### src/rtl/lcpc_pkg.sv
package lcpc_pkg;

  localparam int RAW_W        = 24;
  localparam int SUM_W        = 29;
  localparam int CNT_W        = 5;
  localparam int SAMPLE_LIMIT = 16;

  localparam int OFF_W    = 24;
  localparam int GAIN_W   = 21;
  localparam int TARE_W   = 24;
  localparam int UNIT_W   = 20;
  localparam int PIECE_W  = 6;
  localparam int REJECT_W = 20;

  localparam int DIFF_W   = 25;
  localparam int PROD_W   = DIFF_W + GAIN_W;
  localparam int SHIFT_W  = PROD_W - 16;
  localparam int WEIGHT_W = 26;
  localparam int NET_W    = 25;
  localparam int CAP_W    = PIECE_W + UNIT_W;

  // shared divider: dividend holds |sum| (up to 2^27) or net weight
  localparam int DIV_W  = 28;
  localparam int DVS_W  = UNIT_W;
  localparam int STEP_W = $clog2(DIV_W);

  localparam int CFG_ADDR_W = 3;
  localparam int CFG_DATA_W = 24;
  localparam int IN_DATA_W  = 24;
  localparam int OUT_DATA_W = 88;

  localparam logic [CFG_ADDR_W-1:0] REG_SAMPLE_COUNT = 3'd0;
  localparam logic [CFG_ADDR_W-1:0] REG_ZERO_OFFSET  = 3'd1;
  localparam logic [CFG_ADDR_W-1:0] REG_MG_PER_COUNT = 3'd2;
  localparam logic [CFG_ADDR_W-1:0] REG_TARE_MG      = 3'd3;
  localparam logic [CFG_ADDR_W-1:0] REG_UNIT_MG      = 3'd4;
  localparam logic [CFG_ADDR_W-1:0] REG_MAX_COUNT    = 3'd5;
  localparam logic [CFG_ADDR_W-1:0] REG_REJECT_MG    = 3'd6;

  localparam logic [CNT_W-1:0]           SAMPLE_COUNT_RST = 5'd12;
  localparam logic signed [OFF_W-1:0]    ZERO_OFFSET_RST  = -24'sd2760;
  localparam logic signed [GAIN_W-1:0]   MG_PER_COUNT_RST = -21'sd87646;
  localparam logic [TARE_W-1:0]          TARE_MG_RST      = 24'd70000;
  localparam logic [UNIT_W-1:0]          UNIT_MG_RST      = 20'd35000;
  localparam logic [PIECE_W-1:0]         MAX_COUNT_RST    = 6'd50;
  localparam logic [REJECT_W-1:0]        REJECT_MG_RST    = 20'd15000;

  typedef enum logic [3:0] {
    ST_IDLE,
    ST_AVG_START,
    ST_AVG_WAIT,
    ST_DIFF,
    ST_MUL,
    ST_WEIGHT,
    ST_NET,
    ST_UNIT_START,
    ST_UNIT_WAIT,
    ST_PICK,
    ST_OUT
  } state_t;

endpackage

### src/rtl/lcpc_div.sv
module lcpc_div import lcpc_pkg::*; (
  input  logic             clk,
  input  logic             rst,
  input  logic             start,
  input  logic [DIV_W-1:0] dividend,
  input  logic [DVS_W-1:0] divisor,
  output logic             done,
  output logic [DIV_W-1:0] quotient,
  output logic [DVS_W-1:0] remainder
);

  logic [DIV_W-1:0]  quo;
  logic [DVS_W-1:0]  rem;
  logic [DVS_W-1:0]  dvs;
  logic [STEP_W-1:0] step;
  logic              busy;
  logic [DVS_W:0]    shifted;
  logic [DVS_W:0]    trial;
  logic              fits;

  // one quotient bit per cycle, restoring
  always_comb begin
    shifted = {rem, quo[DIV_W-1]};
    trial   = shifted - {1'b0, dvs};
    fits    = !trial[DVS_W];
  end

  always_ff @(posedge clk) begin
    if (rst) begin
      busy <= 1'b0;
      done <= 1'b0;
      step <= '0;
    end else begin
      done <= 1'b0;
      if (start) begin
        busy <= 1'b1;
        step <= '0;
      end else if (busy) begin
        step <= step + 1'b1;
        if (step == STEP_W'(DIV_W - 1)) begin
          busy <= 1'b0;
          done <= 1'b1;
        end
      end
    end
  end

  always_ff @(posedge clk) begin
    if (start) begin
      quo <= dividend;
      rem <= '0;
      dvs <= divisor;
    end else if (busy) begin
      quo <= {quo[DIV_W-2:0], fits};
      rem <= fits ? trial[DVS_W-1:0] : shifted[DVS_W-1:0];
    end
  end

  assign quotient  = quo;
  assign remainder = rem;

endmodule

### src/rtl/load_cell_piece_counter_top.sv
// A word that does not close a group leaves the sequencer idle, so s_tready stays high.
// A word that closes a group raises m_tvalid after two passes of the shared divider
// (start, one step per quotient bit, done) and 6 single steps: DIFF, MUL, WEIGHT, NET, PICK, OUT.
// Throughput: one word per cycle inside a group; the closing word holds the input off
// until its result is loaded, which waits while the previous result is still not taken.
// Reset (rst, synchronous, active high): registers return to their defaults,
// sums, counters and kept piece count clear, no result is pending.
module load_cell_piece_counter_top import lcpc_pkg::*; (
  input  logic                  clk,
  input  logic                  rst,
  input  logic                  s_tvalid,
  output logic                  s_tready,
  input  logic [IN_DATA_W-1:0]  s_tdata,   // [23:0] raw_word
  input  logic                  s_tuser,   // [0] timed_out
  output logic                  m_tvalid,
  input  logic                  m_tready,
  output logic [OUT_DATA_W-1:0] m_tdata,   // weight_mg, net_mg, piece_count, match_error_mg, pad
  output logic                  m_tuser,   // [0] no_valid_sample
  input  logic                  cfg_valid,
  output logic                  cfg_ready,
  input  logic [CFG_ADDR_W-1:0] cfg_addr,
  input  logic [CFG_DATA_W-1:0] cfg_data
);

  logic [CNT_W-1:0]           sample_count;
  logic signed [OFF_W-1:0]    zero_offset;
  logic signed [GAIN_W-1:0]   mg_per_count_q16;
  logic [TARE_W-1:0]          tare_mg;
  logic [UNIT_W-1:0]          unit_mg;
  logic [PIECE_W-1:0]         max_count;
  logic [REJECT_W-1:0]        reject_mg;

  state_t state, state_next;

  logic signed [SUM_W-1:0]  sample_sum;
  logic [CNT_W-1:0]         valid_count;
  logic [CNT_W-1:0]         samples_seen;
  logic [PIECE_W-1:0]       last_count;

  logic                     avg_neg;
  logic                     none;
  logic signed [RAW_W-1:0]  avg;
  logic signed [DIFF_W-1:0] diff;
  logic signed [PROD_W-1:0] product;
  logic signed [WEIGHT_W-1:0] weight;
  logic [NET_W-1:0]         net;
  logic [CAP_W-1:0]         cap_mg;
  logic [PIECE_W-1:0]       best;
  logic [NET_W-1:0]         err;

  logic                     out_valid;
  logic signed [WEIGHT_W-1:0] out_weight;
  logic [NET_W-1:0]         out_net;
  logic [PIECE_W-1:0]       out_count;
  logic [NET_W-1:0]         out_err;
  logic                     out_none;

  logic                     div_start;
  logic [DIV_W-1:0]         div_dividend;
  logic [DVS_W-1:0]         div_divisor;
  logic                     div_done;
  logic [DIV_W-1:0]         div_quo;
  logic [DVS_W-1:0]         div_rem;

  logic                     in_fire;
  logic                     sample_ok;
  logic signed [SUM_W-1:0]  sum_add;
  logic [CNT_W-1:0]         seen_inc;
  logic [CNT_W-1:0]         n_eff;
  logic                     group_end;
  logic [SUM_W-1:0]         sum_mag;
  logic [DIV_W-1:0]         avg_mag;
  logic signed [SHIFT_W-1:0] wshift;
  logic signed [WEIGHT_W-1:0] wsat;
  logic signed [WEIGHT_W:0] net_wide;
  logic [UNIT_W-1:0]        hi_err;
  logic [PIECE_W-1:0]       best_pick;
  logic [NET_W-1:0]         err_pick;
  logic [PIECE_W-1:0]       count_new;
  logic                     out_free;

  lcpc_div u_div (
    .clk       (clk),
    .rst       (rst),
    .start     (div_start),
    .dividend  (div_dividend),
    .divisor   (div_divisor),
    .done      (div_done),
    .quotient  (div_quo),
    .remainder (div_rem)
  );

  assign cfg_ready = 1'b1;
  assign s_tready  = (state == ST_IDLE);
  assign in_fire   = s_tvalid && s_tready;
  assign out_free  = !out_valid || m_tready;

  always_ff @(posedge clk) begin
    if (rst) begin
      sample_count     <= SAMPLE_COUNT_RST;
      zero_offset      <= ZERO_OFFSET_RST;
      mg_per_count_q16 <= MG_PER_COUNT_RST;
      tare_mg          <= TARE_MG_RST;
      unit_mg          <= UNIT_MG_RST;
      max_count        <= MAX_COUNT_RST;
      reject_mg        <= REJECT_MG_RST;
    end else if (cfg_valid) begin
      unique case (cfg_addr)
        REG_SAMPLE_COUNT: sample_count     <= cfg_data[CNT_W-1:0];
        REG_ZERO_OFFSET:  zero_offset      <= signed'(cfg_data[OFF_W-1:0]);
        REG_MG_PER_COUNT: mg_per_count_q16 <= signed'(cfg_data[GAIN_W-1:0]);
        REG_TARE_MG:      tare_mg          <= cfg_data[TARE_W-1:0];
        REG_UNIT_MG:      unit_mg          <= cfg_data[UNIT_W-1:0];
        REG_MAX_COUNT:    max_count        <= cfg_data[PIECE_W-1:0];
        REG_REJECT_MG:    reject_mg        <= cfg_data[REJECT_W-1:0];
        default: ;
      endcase
    end
  end

  always_comb begin
    sample_ok = !s_tuser && (s_tdata[RAW_W-1:0] != '0);
    sum_add   = sample_sum + SUM_W'(signed'(s_tdata[RAW_W-1:0]));
    seen_inc  = samples_seen + 1'b1;
    priority if (sample_count == '0) begin
      n_eff = CNT_W'(1);
    end else if (sample_count > CNT_W'(SAMPLE_LIMIT)) begin
      n_eff = CNT_W'(SAMPLE_LIMIT);
    end else begin
      n_eff = sample_count;
    end
    group_end = (seen_inc >= n_eff);
    sum_mag   = sample_sum[SUM_W-1] ? (~sample_sum + 1'b1) : sample_sum;
    avg_mag   = avg_neg ? (~div_quo + 1'b1) : div_quo;
    wshift    = product[PROD_W-1:16];
    // hold the weight within 26 bits
    if (wshift[SHIFT_W-1:WEIGHT_W-1] == '0 || wshift[SHIFT_W-1:WEIGHT_W-1] == '1) begin
      wsat = wshift[WEIGHT_W-1:0];
    end else if (wshift[SHIFT_W-1]) begin
      wsat = {1'b1, {(WEIGHT_W-1){1'b0}}};
    end else begin
      wsat = {1'b0, {(WEIGHT_W-1){1'b1}}};
    end
    net_wide = {weight[WEIGHT_W-1], weight} - (WEIGHT_W+1)'(tare_mg);
    // nearest count from quotient and remainder, capped at max_count; ties go to the lower count
    hi_err = unit_mg - div_rem;
    priority if (unit_mg == '0) begin
      best_pick = '0;
      err_pick  = net;
    end else if (div_quo >= DIV_W'(max_count)) begin
      best_pick = max_count;
      err_pick  = net - cap_mg[NET_W-1:0];
    end else if (div_rem <= hi_err) begin
      best_pick = div_quo[PIECE_W-1:0];
      err_pick  = NET_W'(div_rem);
    end else begin
      best_pick = div_quo[PIECE_W-1:0] + 1'b1;
      err_pick  = NET_W'(hi_err);
    end
    priority if (err <= NET_W'(reject_mg)) begin
      count_new = best;
    end else if (best > last_count) begin
      count_new = last_count + 1'b1;
    end else if (best < last_count) begin
      count_new = last_count - 1'b1;
    end else begin
      count_new = last_count;
    end
  end

  always_ff @(posedge clk) begin
    if (rst) begin
      state <= ST_IDLE;
    end else begin
      state <= state_next;
    end
  end

  always_comb begin
    state_next   = state;
    div_start    = 1'b0;
    div_dividend = sum_mag[DIV_W-1:0];
    div_divisor  = DVS_W'(valid_count);
    unique case (state)
      ST_IDLE:       if (in_fire && group_end) state_next = ST_AVG_START;
      ST_AVG_START: begin
        div_start  = 1'b1;
        state_next = ST_AVG_WAIT;
      end
      ST_AVG_WAIT:   if (div_done) state_next = ST_DIFF;
      ST_DIFF:       state_next = ST_MUL;
      ST_MUL:        state_next = ST_WEIGHT;
      ST_WEIGHT:     state_next = ST_NET;
      ST_NET:        state_next = ST_UNIT_START;
      ST_UNIT_START: begin
        div_start    = 1'b1;
        div_dividend = DIV_W'(net);
        div_divisor  = unit_mg;
        state_next   = ST_UNIT_WAIT;
      end
      ST_UNIT_WAIT:  if (div_done) state_next = ST_PICK;
      ST_PICK:       state_next = ST_OUT;
      ST_OUT:        if (out_free) state_next = ST_IDLE;
      default:       state_next = ST_IDLE;
    endcase
  end

  always_ff @(posedge clk) begin
    if (rst) begin
      sample_sum   <= '0;
      valid_count  <= '0;
      samples_seen <= '0;
      last_count   <= '0;
    end else begin
      if (in_fire) begin
        samples_seen <= seen_inc;
        if (sample_ok) begin
          sample_sum  <= sum_add;
          valid_count <= valid_count + 1'b1;
        end
      end
      // divider has latched the sum: clear for the next group
      if (state == ST_AVG_START) begin
        sample_sum   <= '0;
        valid_count  <= '0;
        samples_seen <= '0;
      end
      if (state == ST_OUT && out_free) begin
        last_count <= count_new;
      end
    end
  end

  always_ff @(posedge clk) begin
    unique case (state)
      ST_AVG_START: begin
        avg_neg <= sample_sum[SUM_W-1];
        none    <= (valid_count == '0);
      end
      ST_AVG_WAIT:  avg     <= none ? '0 : signed'(avg_mag[RAW_W-1:0]);
      ST_DIFF:      diff    <= DIFF_W'(avg) - DIFF_W'(zero_offset);
      ST_MUL:       product <= PROD_W'(diff) * PROD_W'(mg_per_count_q16);
      ST_WEIGHT: begin
        weight <= wsat;
        cap_mg <= CAP_W'(max_count) * CAP_W'(unit_mg);
      end
      ST_NET:       net     <= net_wide[WEIGHT_W] ? '0 : net_wide[NET_W-1:0];
      ST_PICK: begin
        best <= best_pick;
        err  <= err_pick;
      end
      default: ;
    endcase
  end

  always_ff @(posedge clk) begin
    if (rst) begin
      out_valid <= 1'b0;
    end else if (state == ST_OUT && out_free) begin
      out_valid <= 1'b1;
    end else if (m_tready) begin
      out_valid <= 1'b0;
    end
  end

  always_ff @(posedge clk) begin
    if (state == ST_OUT && out_free) begin
      out_weight <= weight;
      out_net    <= net;
      out_count  <= count_new;
      out_err    <= err;
      out_none   <= none;
    end
  end

  assign m_tvalid = out_valid;
  assign m_tuser  = out_none;
  assign m_tdata  = {6'b0, out_err, out_count, out_net, out_weight};

  a_div_done_in_wait: assert property (@(posedge clk) disable iff (rst)
    div_done |-> (state == ST_AVG_WAIT || state == ST_UNIT_WAIT))
    else $error("divider finished outside a wait state");

  // the closing word of a full group leaves the counter at the limit for one cycle
  a_seen_bounded: assert property (@(posedge clk) disable iff (rst)
    samples_seen <= CNT_W'(SAMPLE_LIMIT))
    else $error("sample counter passed the group limit");

  a_idle_holds: assert property (@(posedge clk) disable iff (rst)
    (state == ST_IDLE && !s_tvalid) |=> state == ST_IDLE)
    else $error("sequencer left idle without a word");

  a_load_when_free: assert property (@(posedge clk) disable iff (rst)
    (state == ST_OUT && out_valid && !m_tready) |=> state == ST_OUT)
    else $error("result loaded over a pending word");

endmodule
### config.mk
export PLATFORM = sky130hd
export DESIGN_NAME = load_cell_piece_counter_top
export DESIGN_NICKNAME = d
export VERILOG_FILES = /design/src/rtl/lcpc_pkg.sv /design/src/rtl/lcpc_div.sv /design/src/rtl/load_cell_piece_counter_top.sv
export SDC_FILE = /design/constraint.sdc
export NUM_CORES = 2
export LEC_CHECK = 0
export BUFFER_PORTS_ARGS = -buffer_cell sky130_fd_sc_hd__buf_2
export CAP_MARGIN = 20
export CELL_PAD_IN_SITES_DETAIL_PLACEMENT = 1
export CELL_PAD_IN_SITES_GLOBAL_PLACEMENT = 2
export CORE_AREA = 2 2 336 338
export DETAILED_ROUTE_END_ITERATION = 10
export DIE_AREA = 0 0 338 340
export PLACE_DENSITY = 0.95
export SLEW_MARGIN = 20
export SYNTH_ARGS = -nofsm -noshare
export SYNTH_HDL_FRONTEND = slang
export SYNTH_SLANG_ARGS = --single-unit
### constraint.sdc
create_clock -name clk -period 14.1 [get_ports clk]
set_input_delay 4.23 -clock clk [delete_from_list [all_inputs] [get_ports clk]]
set_output_delay 4.23 -clock clk [all_outputs]
set_load 0.02 [all_outputs]
==> results.yml <==
final_layout:
  final.fill_count: 12700
  drive_gt1_share_pct: 6.84
  utilization_pct: 48.3
  final_cell_area_um2: 53900
  nets: 6329
  multi_input_area_um2: 32000
  area_growth_pct: 8.56
  layout.area.seq_um2: 13500
detailed_routing:
  vias_per_cell: 5.56
  firstDrtPassIters: 5
  vias: 38100
  routedWlPerCell_um: 22.8
  antenna_left: 0
  routed_wl_um: 157000
  drc: 0
  drt_iter0_drc: 2669
synth:
  async_reset_ff_share_pct: 0
  synth_area_um2: 49600
  synth_area_leaders: "fa_1 (25%), edfxtp_1 (19%), ha_1 (8.9%), dfxtp_1 (7.9%), inv_1 (6.7%)"
  synth_most_common_cell: "inv_1"
  yosysUniqueCellTypes: 89
  ys.flop_type: "edfxtp_1"
  ys_ff_latch: 516
  yosysSeqAreaShare_pct: 27.2
  ys_warn_count: 0
  avgSynthCellArea_um2: 9.41
  synth_edf_count: 319
  yosysTopAreaCell: "fa_1"
  yosys-top-cells-count: "inv_1 (888), nand2_1 (716), fa_1 (612), ha_1 (353), edfxtp_1 (319)"
  synth_top_area_share_pct: 24.7
  syn_inst: 5274
placed_design:
  port_buffers: 141
  pre_cts_slack_ns: 5.82
  place.gp.congestion: 0.923
  dp_hpwl_um: 121000
  placed_cell_area_um2: 51900
cts:
  cts-resized-gates: 0
  cts_max_path_buffers: 3
  cts-root-buf: "clkbuf_16"
  path_clk_slew_ns: 0.07
  clock_latency_ns: 0.66
  tritoncts: "yes"
  cts_setup_buffers: 0
  clock-sinks: 516
  htreeDepth: 2
  cts_made_buffers: 55
  cts_hold_buf: 0
worst_hold_path:
  holdCritPathClass: "reg2reg"
  min_path_cells: 2
timing:
  tightest_slew_ns: 1.12
  fin_crit_ns: 8.43
  setup_tns_ns: 0
  max-slew-margin-rel_pct: 25.3
  final.setup.worst_slack_ns: 5.67
  hold_viol_final: 0
  rsz0062_at_grt: "false"
  max_freq_mhz: 119
  setup_viol: 0
  clock_skew_ns: 0.0440
  fin_crit_sh_pct: 59.8
  drv_slew: 0
power:
  peakVddDrop_uv: 137
  power.total_w: 0.00790
  p_leak_nw: 24.8
  power_density_nw_per_um2: 147
global_route:
  antenna_found_initial: 14
  grt_max_degree: 76
  grtUsageTotal_pct: 27.6
  grt.overflow.total: 0
  grt_pass1_wl_um: 244000
  grt_pass1_vias: 41000
setup_path:
  cp.arrival_ns: 8.79
  critPathMaxFanout: 26
  reg2regPathDepth: 27
  ff2ff_setup_slack_ns: 5.67
  critPathRequiredTime_ns: 14.47
  worst_setup_path_end_kind: "register"
  crit_type: "reg2reg"
  startpoint_type: "register"
die:
  ioPinCount: 149
  core_area_um2: 112000
  die_w_um: 338
  die-area_um2: 115000
  initial_core_util_pct: 44.5
  die_height_um: 340
  num_rows: 123
status:
  status: "completed"
run:
  maxCapViolations: 0
[where the power goes]
part | internal [W] | total [W] | switching, W
combinational | 0.00182 | 0.00441 | 0.00259
sequential | 0.00181 | 0.00190 | 0.0000863
clock | 0.000914 | 0.00160 | 0.000682
[cell families (layout without fill, tap and decap cells)]
logic type | after synthesis | count (layout) | share of synthesized area (%)
simple gates | 1595 | 1595 | 15.1
buf+inv | 1125 | 1200 | 8.59
fa+ha+maj | 965 | 965 | 33.6
compound gates | 781 | 781 | 10.2
flops | 516 | 516 | 27.2
xor+xnor | 232 | 232 | 4.11
mux | 58 | 58 | 1.20
other cells | 2 | 12 | 0.0151
[sequential cells by signal, indices dropped and copies added (netlist names), 25 cells and up]
signal          flops
net                25
diff               25
weight             26
product            30
out_err            25
cap_mg             25
out_weight         26
err                25
out_net            25
sample_sum         29
u_div.quotient     28
[worst max-delay path, cell delays in order (launching register included)]
cell and delay [ns]:
dfxtp_1 0.97, and2_1 0.25, fa_1 0.44, fa_1 0.52, inv_1 0.05, fa_1 0.48, inv_1 0.06, fa_1 0.50
inv_1 0.06, fa_1 0.54, inv_1 0.05, fa_1 0.47, inv_1 0.05, fa_1 0.47, inv_1 0.04, ha_1 0.28
a21o_1 0.20, a211oi_2 0.25, a21o_1 0.14, a31oi_1 0.04, buf_4 0.20, a2111o_1 0.48, a21oi_2 0.38, o31ai_2 0.16
a21oi_1 0.37, a311oi_1 0.23, a311oi_1 0.35, xnor2_1 0.09
[routing by layer]
layer	GRT usage (%)	part of all wire [%]	up-vias	wire (um)
li1	-	-	17000	-
met1	37.3	43	19700	66600
met2	45.7	47	1153	74300
met3	4.25	6.6	264	10400
met4	8.44	3.4	10	5260
met5	0	0.040	-	62
[path summary, 6_finish.rpt]
| kind | to | startpoint |
|---|---|---|
| worst max-delay path | product[45] | mg_per_count_q16[5] |
| worst min-delay path | reject_mg[18] | reject_mg[18] |
| worst max register to register | product[45] | mg_per_count_q16[5] |
| worst min register to register | reject_mg[18] | reject_mg[18] |
[cell usage in the layout, fill, tap and decap left out, drive strengths merged, types with 47 or more instances in the layout]
master,n
fa,612
mux2i,47
nor2b,49
nor3,71
edfxtp,319
dfxtp,197
a21o,104
nand3,47
nor2,272
inv,891
a21oi,232
xnor2,126
and2,257
buf,207
xor2,106
clkbuf,69
o21ai,170
nand2,716
ha,353
[through the flow]
step	hold slack (ns)	instances
finish	0.460	6859
global route	0.474	6856
CTS	0.461	6854
detailed placement	0.446	6750
global placement	0.442	6750
floorplan	0.417	5279
[final cells by class]
cell class,count,share of cell area (%)
Clock buffer,69,2.87
Antenna cell,5,0.0232
Clock inverter,35,0.789
Inverter,889,6.19
Timing Repair Buffer,207,2.23
Multi-Input combinational cell,3638,59.3
Tap cell,1500,3.48
Sequential cell,516,25.1
Note: power is estimated with default switching activity, not from simulation.
